## config.mk

```make
export PLATFORM = sky130hd
export DESIGN_NAME = positive_sample_channel_mean
export DESIGN_NICKNAME = d
export VERILOG_FILES = /design/src/hw/rtl/psc_pkg.sv /design/src/hw/rtl/positive_sample_channel_mean.sv /design/src/hw/rtl/psc_ram.sv /design/src/hw/rtl/psc_div.sv
export SDC_FILE = /design/constraint.sdc
export NUM_CORES = 2
export LEC_CHECK = 0
export BUFFER_PORTS_ARGS = -buffer_cell sky130_fd_sc_hd__buf_2
export CORE_MARGIN = 3
export CORE_UTILIZATION = 41
export CTS_CLUSTER_SIZE = 12
export DETAILED_ROUTE_END_ITERATION = 16
export GPL_TIMING_DRIVEN = 0
export PLACE_DENSITY = 0.6
export SYNTH_ARGS = -nofsm -noshare
export SYNTH_HDL_FRONTEND = slang
export SYNTH_SLANG_ARGS = --single-unit
```

## constraint.sdc

```tcl
create_clock -name clk -period 14.82 [get_ports clk]
set_input_delay 2.223 -clock clk [delete_from_list [all_inputs] [get_ports clk]]
set_output_delay 2.223 -clock clk [all_outputs]
set_load 0.02 [all_outputs]
```

## src/hw/rtl/psc_pkg.sv

```systemverilog
// Shared types and constants for the positive sample channel mean block.
package psc_pkg;

    localparam int COLUMNS_DEF = 32;
    localparam int COL_W       = 5;
    localparam int SAMPLE_W    = 16;
    localparam int AVG_W       = 15;
    localparam int SUM_W       = 27;
    localparam int CNT_W       = 13;
    localparam int ACT_W       = 6;
    localparam int OUT_LIMIT   = 32;

    localparam logic [ACT_W-1:0] ACT_RESET = 6'd32;
    localparam logic [AVG_W-1:0] AVG_MAX   = 15'h7FFF;

    typedef enum logic {
        CMD_ACCUM = 1'b0,
        CMD_EMIT  = 1'b1
    } cmd_t;

    typedef enum logic [2:0] {
        ST_IDLE,
        ST_ACC_WR,
        ST_EM_RD,
        ST_EM_START,
        ST_EM_DIV
    } state_t;

    typedef struct packed {
        cmd_t                       cmd;
        logic [COL_W-1:0]           column;
        logic signed [SAMPLE_W-1:0] sample;
    } req_t;

    typedef struct packed {
        logic [COL_W-1:0] out_column;
        logic [AVG_W-1:0] average;
        logic             last;
    } res_t;

endpackage

```

## src/hw/rtl/positive_sample_channel_mean.sv

```systemverilog
// Top level of the per-channel mean of strictly positive samples.
//
// A request is taken when start is high and busy is low. An accumulate
// request (cmd CMD_ACCUM) with a positive sample and a column below COLUMNS
// does a read-modify-write of that channel's sum and count in the RAM and
// keeps busy high through its write-back state; any other
// accumulate request is dropped in its accept cycle. Sums saturate at
// 2^27-1 and counts at 2^13-1. An emit request (cmd CMD_EMIT) walks the
// channels 0 .. n-1, n = min(active_columns, COLUMNS, 32), and for each one
// runs the bit-serial divider on sum / count, one quotient bit per cycle.
// That divider sets the emit cost: each channel takes a RAM read, a divider
// load, one divide step per bit of the 27-bit sum and a hand-off. Each
// result appears on result for exactly one cycle with strobe high; the
// receiver cannot stall, so it must take every strobed result. The final
// result of an emit has last set and shows in the cycle in which busy
// falls, so the next request can already be taken then.
// An emit ends by clearing every sum and count at once through per-channel
// valid bits (no clearing pass, also none after reset); an emit with
// n = 0 gives no result and only clears. active_columns is written through
// the cfg channel, which is ready only while the block is idle.
module positive_sample_channel_mean #(
    parameter int COLUMNS = psc_pkg::COLUMNS_DEF
) (
    input  logic                       clk,
    input  logic                       rst_n,
    input  logic                       start,
    output logic                       busy,
    input  psc_pkg::req_t              req,
    output logic                       strobe,
    output psc_pkg::res_t              result,
    input  logic                       cfg_valid,
    output logic                       cfg_ready,
    input  logic [psc_pkg::ACT_W-1:0]  cfg_data
);

    localparam int AW    = (COLUMNS > 1) ? $clog2(COLUMNS) : 1;
    localparam int LIM   = (COLUMNS < psc_pkg::OUT_LIMIT) ? COLUMNS : psc_pkg::OUT_LIMIT;
    localparam int SW    = psc_pkg::SUM_W;
    localparam int CW    = psc_pkg::CNT_W;
    localparam int ENT_W = SW + CW;
    localparam int IW    = psc_pkg::ACT_W;

    psc_pkg::state_t state_reg, state_next;

    psc_pkg::req_t   req_reg;
    logic [IW-1:0]   active_reg;
    logic [IW-1:0]   idx_reg;
    logic [IW-1:0]   n_reg;
    logic [COLUMNS-1:0] valid_reg;
    logic            zero_reg;
    logic            strobe_reg;
    psc_pkg::res_t   res_reg;

    // FSM outputs
    logic            ram_rd_en;
    logic [AW-1:0]   ram_rd_addr;
    logic            ram_wr_en;
    logic            div_start;

    logic            accepted;
    logic            sample_ok;
    logic [IW-1:0]   n_now;
    logic            last_ch;

    logic [ENT_W-1:0] ram_rd_data;
    logic [ENT_W-1:0] ram_wr_data;
    logic [AW-1:0]    wr_addr;

    logic [SW-1:0]   old_sum;
    logic [CW-1:0]   old_cnt;
    logic [SW:0]     sum_ext;
    logic [SW-1:0]   new_sum;
    logic [CW-1:0]   new_cnt;
    logic            rd_valid;

    logic            div_done;
    logic [SW-1:0]   div_quo;
    logic [psc_pkg::AVG_W-1:0] avg_val;

    // ------------------------------------------------------------------
    // Request decode
    // ------------------------------------------------------------------
    always_comb
    begin
        accepted  = start && (state_reg == psc_pkg::ST_IDLE);
        // positive: sign clear and not zero
        sample_ok = !req.sample[psc_pkg::SAMPLE_W-1] && (req.sample != '0)
                    && (32'(req.column) < COLUMNS);
        n_now     = (32'(active_reg) > LIM) ? IW'(LIM) : active_reg;
        last_ch   = ((idx_reg + IW'(1)) == n_reg);
    end

    // ------------------------------------------------------------------
    // State machine: next state
    // ------------------------------------------------------------------
    always_comb
    begin
        state_next = state_reg;
        case (state_reg)
            psc_pkg::ST_IDLE:
            begin
                if (accepted)
                begin
                    if (req.cmd == psc_pkg::CMD_ACCUM)
                    begin
                        state_next = sample_ok ? psc_pkg::ST_ACC_WR : psc_pkg::ST_IDLE;
                    end
                    else
                    begin
                        state_next = (n_now == '0) ? psc_pkg::ST_IDLE : psc_pkg::ST_EM_RD;
                    end
                end
            end
            psc_pkg::ST_ACC_WR:   state_next = psc_pkg::ST_IDLE;
            psc_pkg::ST_EM_RD:    state_next = psc_pkg::ST_EM_START;
            psc_pkg::ST_EM_START: state_next = psc_pkg::ST_EM_DIV;
            psc_pkg::ST_EM_DIV:
            begin
                if (div_done)
                begin
                    state_next = last_ch ? psc_pkg::ST_IDLE : psc_pkg::ST_EM_RD;
                end
            end
            default:              state_next = psc_pkg::ST_IDLE;
        endcase
    end

    // ------------------------------------------------------------------
    // State machine: outputs
    // ------------------------------------------------------------------
    always_comb
    begin
        busy        = 1'b1;
        cfg_ready   = 1'b0;
        ram_rd_en   = 1'b0;
        ram_rd_addr = AW'(idx_reg);
        ram_wr_en   = 1'b0;
        div_start   = 1'b0;
        case (state_reg)
            psc_pkg::ST_IDLE:
            begin
                busy        = 1'b0;
                cfg_ready   = 1'b1;
                // read the channel now, so the write-back follows next cycle
                ram_rd_en   = accepted && (req.cmd == psc_pkg::CMD_ACCUM);
                ram_rd_addr = AW'(req.column);
            end
            psc_pkg::ST_ACC_WR:   ram_wr_en = 1'b1;
            psc_pkg::ST_EM_RD:    ram_rd_en = 1'b1;
            psc_pkg::ST_EM_START: div_start = 1'b1;
            psc_pkg::ST_EM_DIV:   busy      = 1'b1;
            default:              busy      = 1'b1;
        endcase
    end

    always_ff @(posedge clk or negedge rst_n)
    begin
        if (!rst_n)
        begin
            state_reg <= psc_pkg::ST_IDLE;
        end
        else
        begin
            state_reg <= state_next;
        end
    end

    // ------------------------------------------------------------------
    // Channel store: sum and count per channel, valid bit marks written
    // ------------------------------------------------------------------
    always_comb
    begin
        wr_addr  = AW'(req_reg.column);
        // valid bit of the entry whose read data is on ram_rd_data now
        rd_valid = (state_reg == psc_pkg::ST_ACC_WR) ? valid_reg[wr_addr]
                                                     : valid_reg[AW'(idx_reg)];
        old_sum  = rd_valid ? ram_rd_data[ENT_W-1:CW] : '0;
        old_cnt  = rd_valid ? ram_rd_data[CW-1:0] : '0;
        sum_ext  = {1'b0, old_sum}
                 + (SW+1)'(req_reg.sample[psc_pkg::SAMPLE_W-2:0]);
        new_sum  = sum_ext[SW] ? {SW{1'b1}} : sum_ext[SW-1:0];
        new_cnt  = (old_cnt == {CW{1'b1}}) ? old_cnt : (old_cnt + CW'(1));
        ram_wr_data = {new_sum, new_cnt};
    end

    psc_ram #(
        .WIDTH (ENT_W),
        .DEPTH (COLUMNS)
    ) u_psc_ram (
        .clk     (clk),
        .wr_en   (ram_wr_en),
        .wr_addr (wr_addr),
        .wr_data (ram_wr_data),
        .rd_en   (ram_rd_en),
        .rd_addr (ram_rd_addr),
        .rd_data (ram_rd_data)
    );

    psc_div u_psc_div (
        .clk      (clk),
        .rst_n    (rst_n),
        .start    (div_start),
        .dividend (old_sum),
        .divisor  (old_cnt),
        .done     (div_done),
        .quotient (div_quo)
    );

    // quotient never exceeds the limit in practice, clamp anyway
    assign avg_val = zero_reg ? '0
                   : ((div_quo > SW'(psc_pkg::AVG_MAX)) ? psc_pkg::AVG_MAX
                   : div_quo[psc_pkg::AVG_W-1:0]);

    // ------------------------------------------------------------------
    // Control registers
    // ------------------------------------------------------------------
    always_ff @(posedge clk or negedge rst_n)
    begin
        if (!rst_n)
        begin
            active_reg <= psc_pkg::ACT_RESET;
            valid_reg  <= '0;
            idx_reg    <= '0;
            n_reg      <= '0;
            strobe_reg <= 1'b0;
        end
        else
        begin
            if (cfg_valid && cfg_ready)
            begin
                active_reg <= cfg_data;
            end

            strobe_reg <= (state_reg == psc_pkg::ST_EM_DIV) && div_done;

            if (accepted && (req.cmd == psc_pkg::CMD_EMIT))
            begin
                idx_reg <= '0;
                n_reg   <= n_now;
                if (n_now == '0)
                begin
                    valid_reg <= '0;
                end
            end
            else if ((state_reg == psc_pkg::ST_EM_DIV) && div_done)
            begin
                idx_reg <= idx_reg + IW'(1);
                if (last_ch)
                begin
                    valid_reg <= '0;
                end
            end
            else if (state_reg == psc_pkg::ST_ACC_WR)
            begin
                valid_reg[wr_addr] <= 1'b1;
            end
        end
    end

    // ------------------------------------------------------------------
    // Payload registers
    // ------------------------------------------------------------------
    always_ff @(posedge clk)
    begin
        if (accepted)
        begin
            req_reg <= req;
        end
        if (state_reg == psc_pkg::ST_EM_START)
        begin
            zero_reg <= (old_cnt == '0);
        end
        if ((state_reg == psc_pkg::ST_EM_DIV) && div_done)
        begin
            res_reg.out_column <= idx_reg[psc_pkg::COL_W-1:0];
            res_reg.average    <= avg_val;
            res_reg.last       <= last_ch;
        end
    end

    assign strobe = strobe_reg;
    assign result = res_reg;

endmodule

```

## src/hw/rtl/psc_ram.sv

```systemverilog
// Generic single-write, single-read RAM with registered read data.
module psc_ram #(
    parameter int WIDTH = 8,
    parameter int DEPTH = 32
) (
    input  logic                                   clk,
    input  logic                                   wr_en,
    input  logic [((DEPTH > 1) ? $clog2(DEPTH) : 1)-1:0] wr_addr,
    input  logic [WIDTH-1:0]                       wr_data,
    input  logic                                   rd_en,
    input  logic [((DEPTH > 1) ? $clog2(DEPTH) : 1)-1:0] rd_addr,
    output logic [WIDTH-1:0]                       rd_data
);

    logic [WIDTH-1:0] mem_reg [DEPTH];
    logic [WIDTH-1:0] rd_data_reg;

    always_ff @(posedge clk)
    begin
        if (wr_en)
        begin
            mem_reg[wr_addr] <= wr_data;
        end
        if (rd_en)
        begin
            rd_data_reg <= mem_reg[rd_addr];
        end
    end

    assign rd_data = rd_data_reg;

endmodule

```

## src/hw/rtl/psc_div.sv

```systemverilog
// Bit-serial restoring divider: one quotient bit per cycle.
module psc_div (
    input  logic                       clk,
    input  logic                       rst_n,
    input  logic                       start,
    input  logic [psc_pkg::SUM_W-1:0]  dividend,
    input  logic [psc_pkg::CNT_W-1:0]  divisor,
    output logic                       done,
    output logic [psc_pkg::SUM_W-1:0]  quotient
);

    localparam int DW     = psc_pkg::SUM_W;
    localparam int VW     = psc_pkg::CNT_W;
    localparam int STEP_W = $clog2(DW + 1);

    // quo_reg shifts dividend bits out at the top and quotient bits in at the bottom
    logic [DW-1:0]     quo_reg;
    logic [VW-1:0]     rem_reg;
    logic [VW-1:0]     dvs_reg;
    logic [STEP_W-1:0] cnt_reg;
    logic              run_reg;
    logic              done_reg;

    logic [VW:0]   rem_sh;
    logic [VW:0]   diff;
    logic          fits;
    logic [VW-1:0] rem_next;

    always_comb
    begin
        rem_sh   = {rem_reg, quo_reg[DW-1]};
        diff     = rem_sh - {1'b0, dvs_reg};
        fits     = (rem_sh >= {1'b0, dvs_reg});
        rem_next = fits ? diff[VW-1:0] : rem_sh[VW-1:0];
    end

    always_ff @(posedge clk or negedge rst_n)
    begin
        if (!rst_n)
        begin
            cnt_reg  <= '0;
            run_reg  <= 1'b0;
            done_reg <= 1'b0;
        end
        else
        begin
            done_reg <= run_reg && (cnt_reg == STEP_W'(1));
            if (start)
            begin
                cnt_reg <= STEP_W'(DW);
                run_reg <= 1'b1;
            end
            else if (run_reg)
            begin
                cnt_reg <= cnt_reg - STEP_W'(1);
                if (cnt_reg == STEP_W'(1))
                begin
                    run_reg <= 1'b0;
                end
            end
        end
    end

    always_ff @(posedge clk)
    begin
        if (start)
        begin
            quo_reg <= dividend;
            rem_reg <= '0;
            dvs_reg <= divisor;
        end
        else if (run_reg)
        begin
            quo_reg <= {quo_reg[DW-2:0], fits};
            rem_reg <= rem_next;
        end
    end

    assign done     = done_reg;
    assign quotient = quo_reg;

endmodule

```

Yosys cells after proc, flatten, opt, wreduce, memory -nomap -nowiden. Memory sizes are Yosys's and may differ from the RTL's. A register that Yosys moved wholly into a read port is not among the register bits. Index checks and enable logic that the tools add are counted.

Input port bits: 32. Memories: 1. Memory bits (writable): 1280. Word-level logic and storage cells: 104. Register bits after elaboration: 156.

Memory list: u_psc_ram.mem_reg (depth 32, width 40, rd ports 1, clocked after memory_dff 1, wr ports 1, RTL line psc_ram.sv:15) `logic [WIDTH-1:0] mem_reg [DEPTH];`.

$add $sub $neg: 5. $lt $le $gt $ge: 6. Bitwise gates (word level): 2. Mux-type cells: 43. Reduce and logical (&&, ||, !) cells: 18. Eq/ne operators: 11.

Operators by type and width (count): $mux W32 (5); $mux W27 (4); $mux W13 (3); $or A32 B32 Y32 (1); $add A27 B15 Y28 (1); $gt A27 B15 Y1 const B (1); $mux W6 (3); $reduce_bool A16 Y1 (1); $mux W15 (1); $mux W5 (3); $ge A14 B13 Y1 (1); $mux W1 (14); $add A13 B1 Y13 const B (1); $eq A13 B13 Y1 const B (1); $logic_not A13 Y1 (1); $sub A13 B13 Y13 (1); $lt A5 B6 Y1 const B (2); $pmux W3 S4 (1); $bmux W1 S5 (2); $logic_and A1 B1 Y1 (8); $add A6 B1 Y6 const B (1); $eq A3 B2 Y1 const B (2); $eq A6 B6 Y1 (1); $gt A6 B6 Y1 const B (1); 20 further kinds (25).

Logic depth before layout (Yosys ltp).
Word-level depth: 8. Gate-level depth with buffers: 20. Depth with buffers taken out: 16.

Hierarchy. From an unflattened synthesis, not the netlist that was laid out.

Cell total of the unflattened synthesis: 3766. Area, all modules: 60470.5 sq um.

Modules (own cells, without submodules): psc_ram (instances 1, area an instance 50965.1 sq um, sequential area each 39638.0 sq um, cells an instance 2813); positive_sample_channel_mean (instances 1, area an instance 6347.3 sq um, sequential area each 2613.8 sq um, cells an instance 679); psc_div (instances 1, area an instance 3158.0 sq um, sequential area each 1636.6 sq um, cells an instance 274).

Least setup slack after synthesis. OpenSTA, ideal clock, no wires.

Path kind: reg-to-reg. Start point: reg req_reg (netlist bit wr_addr[2]). End point: mem u_psc_ram.mem_reg[0][29] (netlist bit) (data pin). Arrival: 5.306 ns. Cell stages (with the launch flop): 20. Setup time: 0.454 ns. Slack: 9.060 ns. Path through: edfxtp_1 -> buf_2 -> or3_1 -> clkbuf_1 -> o21ai_0 -> o21ai_1 -> and3_1 -> a21oi_2 -> clkbuf_1 -> and2_1 -> ha_1 -> inv_1 -> fa_1 -> nor2b_1 -> o31a_1 -> o21ai_0 -> o221a_2 -> o31ai_2 -> xnor2_1 -> o21ai_0.

Word-level cells in the longest chain between the ends: 6.

RTL lines: start: declaration (RTL line positive_sample_channel_mean.sv:45) `psc_pkg::req_t req_reg;`; start signal: assignment (RTL line positive_sample_channel_mean.sv:267) `req_reg <= req;`; $bmux W1 S5 (RTL line positive_sample_channel_mean.sv:175) `rd_valid = (state_reg == psc_pkg::ST_ACC_WR) ? valid_reg[wr_addr]`; $mux W1 (implied by the code) (RTL line positive_sample_channel_mean.sv:175); $mux W1 (RTL line positive_sample_channel_mean.sv:175); $mux W27 (RTL line positive_sample_channel_mean.sv:177) `old_sum = rd_valid ? ram_rd_data[ENT_W-1:CW] : '0;`; $add A27 B15 Y28 (RTL line positive_sample_channel_mean.sv:180) `+ (SW+1)'(req_reg.sample[psc_pkg::SAMPLE_W-2:0]);`; $mux W27 (RTL line positive_sample_channel_mean.sv:181) `new_sum = sum_ext[SW] ? {SW{1'b1}} : sum_ext[SW-1:0];`; named net new_sum[16] (RTL line positive_sample_channel_mean.sv:72) `logic [SW-1:0] new_sum;`; end: declaration (RTL line psc_ram.sv:15).

The timed path passes the listed nets, and every way through them passes these cells. The select of a mux whose other input is x is not followed.

Final worst setup path.
Start point: reg idx_reg[1]. End point: mem u_psc_ram.mem_reg[15][18] (netlist bit) (data pin).

Word-level cells in the longest chain between the ends: 6.

RTL lines: start: declaration (RTL line positive_sample_channel_mean.sv:47) `logic [IW-1:0] idx_reg;`; start signal: assignment (RTL line positive_sample_channel_mean.sv:247) `idx_reg <= idx_reg + IW'(1);`; $bmux W1 S5 (RTL line positive_sample_channel_mean.sv:176) `: valid_reg[AW'(idx_reg)];`; $mux W1 (implied by the code) (RTL line positive_sample_channel_mean.sv:176); $mux W1 (RTL line positive_sample_channel_mean.sv:175); $mux W27 (RTL line positive_sample_channel_mean.sv:177); $add A27 B15 Y28 (RTL line positive_sample_channel_mean.sv:180); $mux W27 (RTL line positive_sample_channel_mean.sv:181); named net new_sum[5] (RTL line positive_sample_channel_mean.sv:72).

The timed path passes the listed nets, and every way through them passes these cells. The select of a mux whose other input is x is not followed.

==> metrics <==
Cell Rows=140; failing checks=max-capacitance violations; DIE WIDTH=390 um; clock skew=35.0 ps; Final Util=0.476; CORE AREA=146000 sq um; cts hold-fix bufs=0; netlist area before placement=60500 sq um; CTS buffer count=157; max frequency=137 MHz; Tmin final=7320 ps; max-cap viol count=1; vias in the first global route=38794; H-tree depth=4; max-slew violation count=0; crit-path max FO=32; P per Cell Area=208 nW/um^2; synth unique cells=76; Reg clk slew, reported paths=60 ps; CP Data Arrival Time=7690 ps; Fin. Hold Viols=0; Synth async-reset ratio=0.0413; grt total ovfl=0; post-cts resize count=0; Worst EP required=15190 ps; Worst-Skew Late Latency=790 ps; relative slew slack=0.0200; TNS Setup=0 ps; Final ANT Viol Nets=0; run status=complete, but fails checks; startpoint types=flip-flop; Tcrit/Tclk final=0.494; Die Ht=390 um; fill count=12773; Post-CTS Setup Inserts=0; most frequent cells in the layout=1402 x edfxtp_1, 1364 x nand2_1, 355 x nand3_1; synthesized area per cell=12.9 sq um; DRT Pass-1 Iters=6; PortBufs=55; peak supply drop=0.163 mV; first-pass GRT wire length=267000 um; largest net degree at the start of global routing=62; Lkg Pwr=24.1 nW; area of the multi-input gates=15500 sq um; register bit total from synthesis=1476; GRT Total Usage=0.241; RSZ-0062 raised after global routing=no; DP Wirelength=124000 um; most common cell after layout, fill and taps aside=edfxtp_1; Crit. End Element=flip-flop; Initial Util=0.414; Vias/cell=5.77; Final Net Count=5019; initial antenna violation count=7; critical path class=flip-flop to flip-flop; Gate Count Post-Synth=4678; DR iter-0 viols=5221; Top-Level Pins=56; detailed-route wire length=186000 um; Post-synth EDFFs=1402; Pwr Total=14.5 mW; CTS Buffer Depth=3; RD Place Congestion=0.906; WL per Instance=26.6 um; CTS Sinks=1476; syn nets=4745; sequential fraction of the synthesis area=0.726; max FFs per register=1280; Residual DRC=0; layout cells sized above 1=0.102; worst slew pin tran=1470 ps; Top FF cell, synth=edfxtp_1; Clk Tree Root Cell=clkbuf_16; sequential cell area=43900 sq um; Hold Path Class=flip-flop to flip-flop; YS warnings=0; final setup fails=0; TritonCTS clock tree=built; via count=40366; Die Area=152000 sq um; Area Growth Syn to Fin=15.0%
==> routing by layer <==
layer,GRT usage,share of wire
met1,0.337,0.41
met2,0.369,0.45
met3,0.0462,0.10
met4,0.103,0.046
met5,0,0.000070
==> per-stage QoR <==
| step | area [sq um] | instances | setup WS, ps | hold WS, ps |
|---|---|---|---|---|
| 6_report | 69600 | 6992 | 7500 | 480 |
| 5_1_grt | 69500 | 6985 | 7080 | 516 |
| 4_1_cts | 69500 | 6984 | 7340 | 483 |
| 3_5_place_dp | 64700 | 6709 | 7370 | 476 |
| 3_3_place_gp | 63200 | 6650 | 5540 | 464 |
| 2_1_floorplan | 60500 | 4678 | 9060 | 437 |
==> worst max-delay path, cell delays in order, from the launching register on <==
cell and delay (ps):
dfrtp_1 450, buf_1 530, mux4_2 420, a22oi_1 220
nand4_1 120, a21oi_1 470, a21oi_2 150, clkbuf_1 320
and2_1 260, ha_1 320, o21ai_0 120, o21bai_1 200
nand3_1 170, a2111oi_2 920, o2111a_1 250, buf_2 220
nand2_2 320, buf_2 330, nand2_1 1070
==> layout make-up <==
class,count,share of cell area
tap,1917,0.0345
antenna,7,0.000252
buffer,313,0.0196
clock buffer,216,0.0613
inverter,51,0.00275
multi-input combinational,2838,0.223
sequential,1476,0.631
clock inverter,59,0.00754
timing repair buffer,115,0.0202
==> path summary, 6_finish.rpt <==
path	from	to	slack, ps	depth (start not counted)
setup / recovery	idx_reg[1]	u_psc_ram.mem_reg[15][18]	7500	18
hold / removal	u_psc_div.rem_reg[4]	u_psc_div.rem_reg[4]	480	2
setup reg to reg	idx_reg[1]	u_psc_ram.mem_reg[15][18]	7500	18
hold reg to reg	u_psc_div.rem_reg[4]	u_psc_div.rem_reg[4]	480	2
max in group asynchronous	rst_n	valid_reg[19]	12770	1
min in group asynchronous	rst_n	u_psc_div.cnt_reg[1]	1540	1
==> cells in the mapped netlist, types with 7 or more instances <==
library cell	instances	area (sq um)
nand4_1	14	87.6
clkbuf_1	213	800
nand2_1	1368	5130
mux2_2	11	124
a31oi_1	7	43.8
or3_1	7	43.8
a21o_1	11	82.6
xnor2_1	23	201
o21ai_0	67	335
mux4_2	12	270
and3_1	170	1060
dfrtp_1	60	1500
nor2_1	141	529
nand3_1	359	1800
dfxtp_1	13	260
o21ai_1	8	40.0
nor3_1	19	95.1
nand3b_1	13	97.6
buf_1	8	30.0
nand2b_1	12	75.1
edfxtp_1	1402	42100
nor4_1	50	313
mux2i_1	20	200
ha_1	33	413
o21a_1	7	52.6
and2_1	32	200
a21oi_1	43	215
buf_2	70	350
inv_1	50	188
xor2_1	21	184
a311oi_1	321	2810
buf_4	18	135
==> report_power, final <==
group	switching (mW)	internal, mW	total (mW)
Sequential	0.213	5.73	5.95
Clock	1.61	2.10	3.71
Combinational	3.64	1.20	4.84
Total	5.47	9.03	14.5
==> cells by family after synthesis <==
logic type      after synthesis  synth area share
compound gates              511            0.0662
xor+xnor                     44           0.00637
fa+ha+maj                    35           0.00749
buf+inv                     364            0.0257
flops                      1476             0.726
mux                          45            0.0103
simple gates               2203             0.158
No activity file was read; power rests on OpenSTA's default activity.
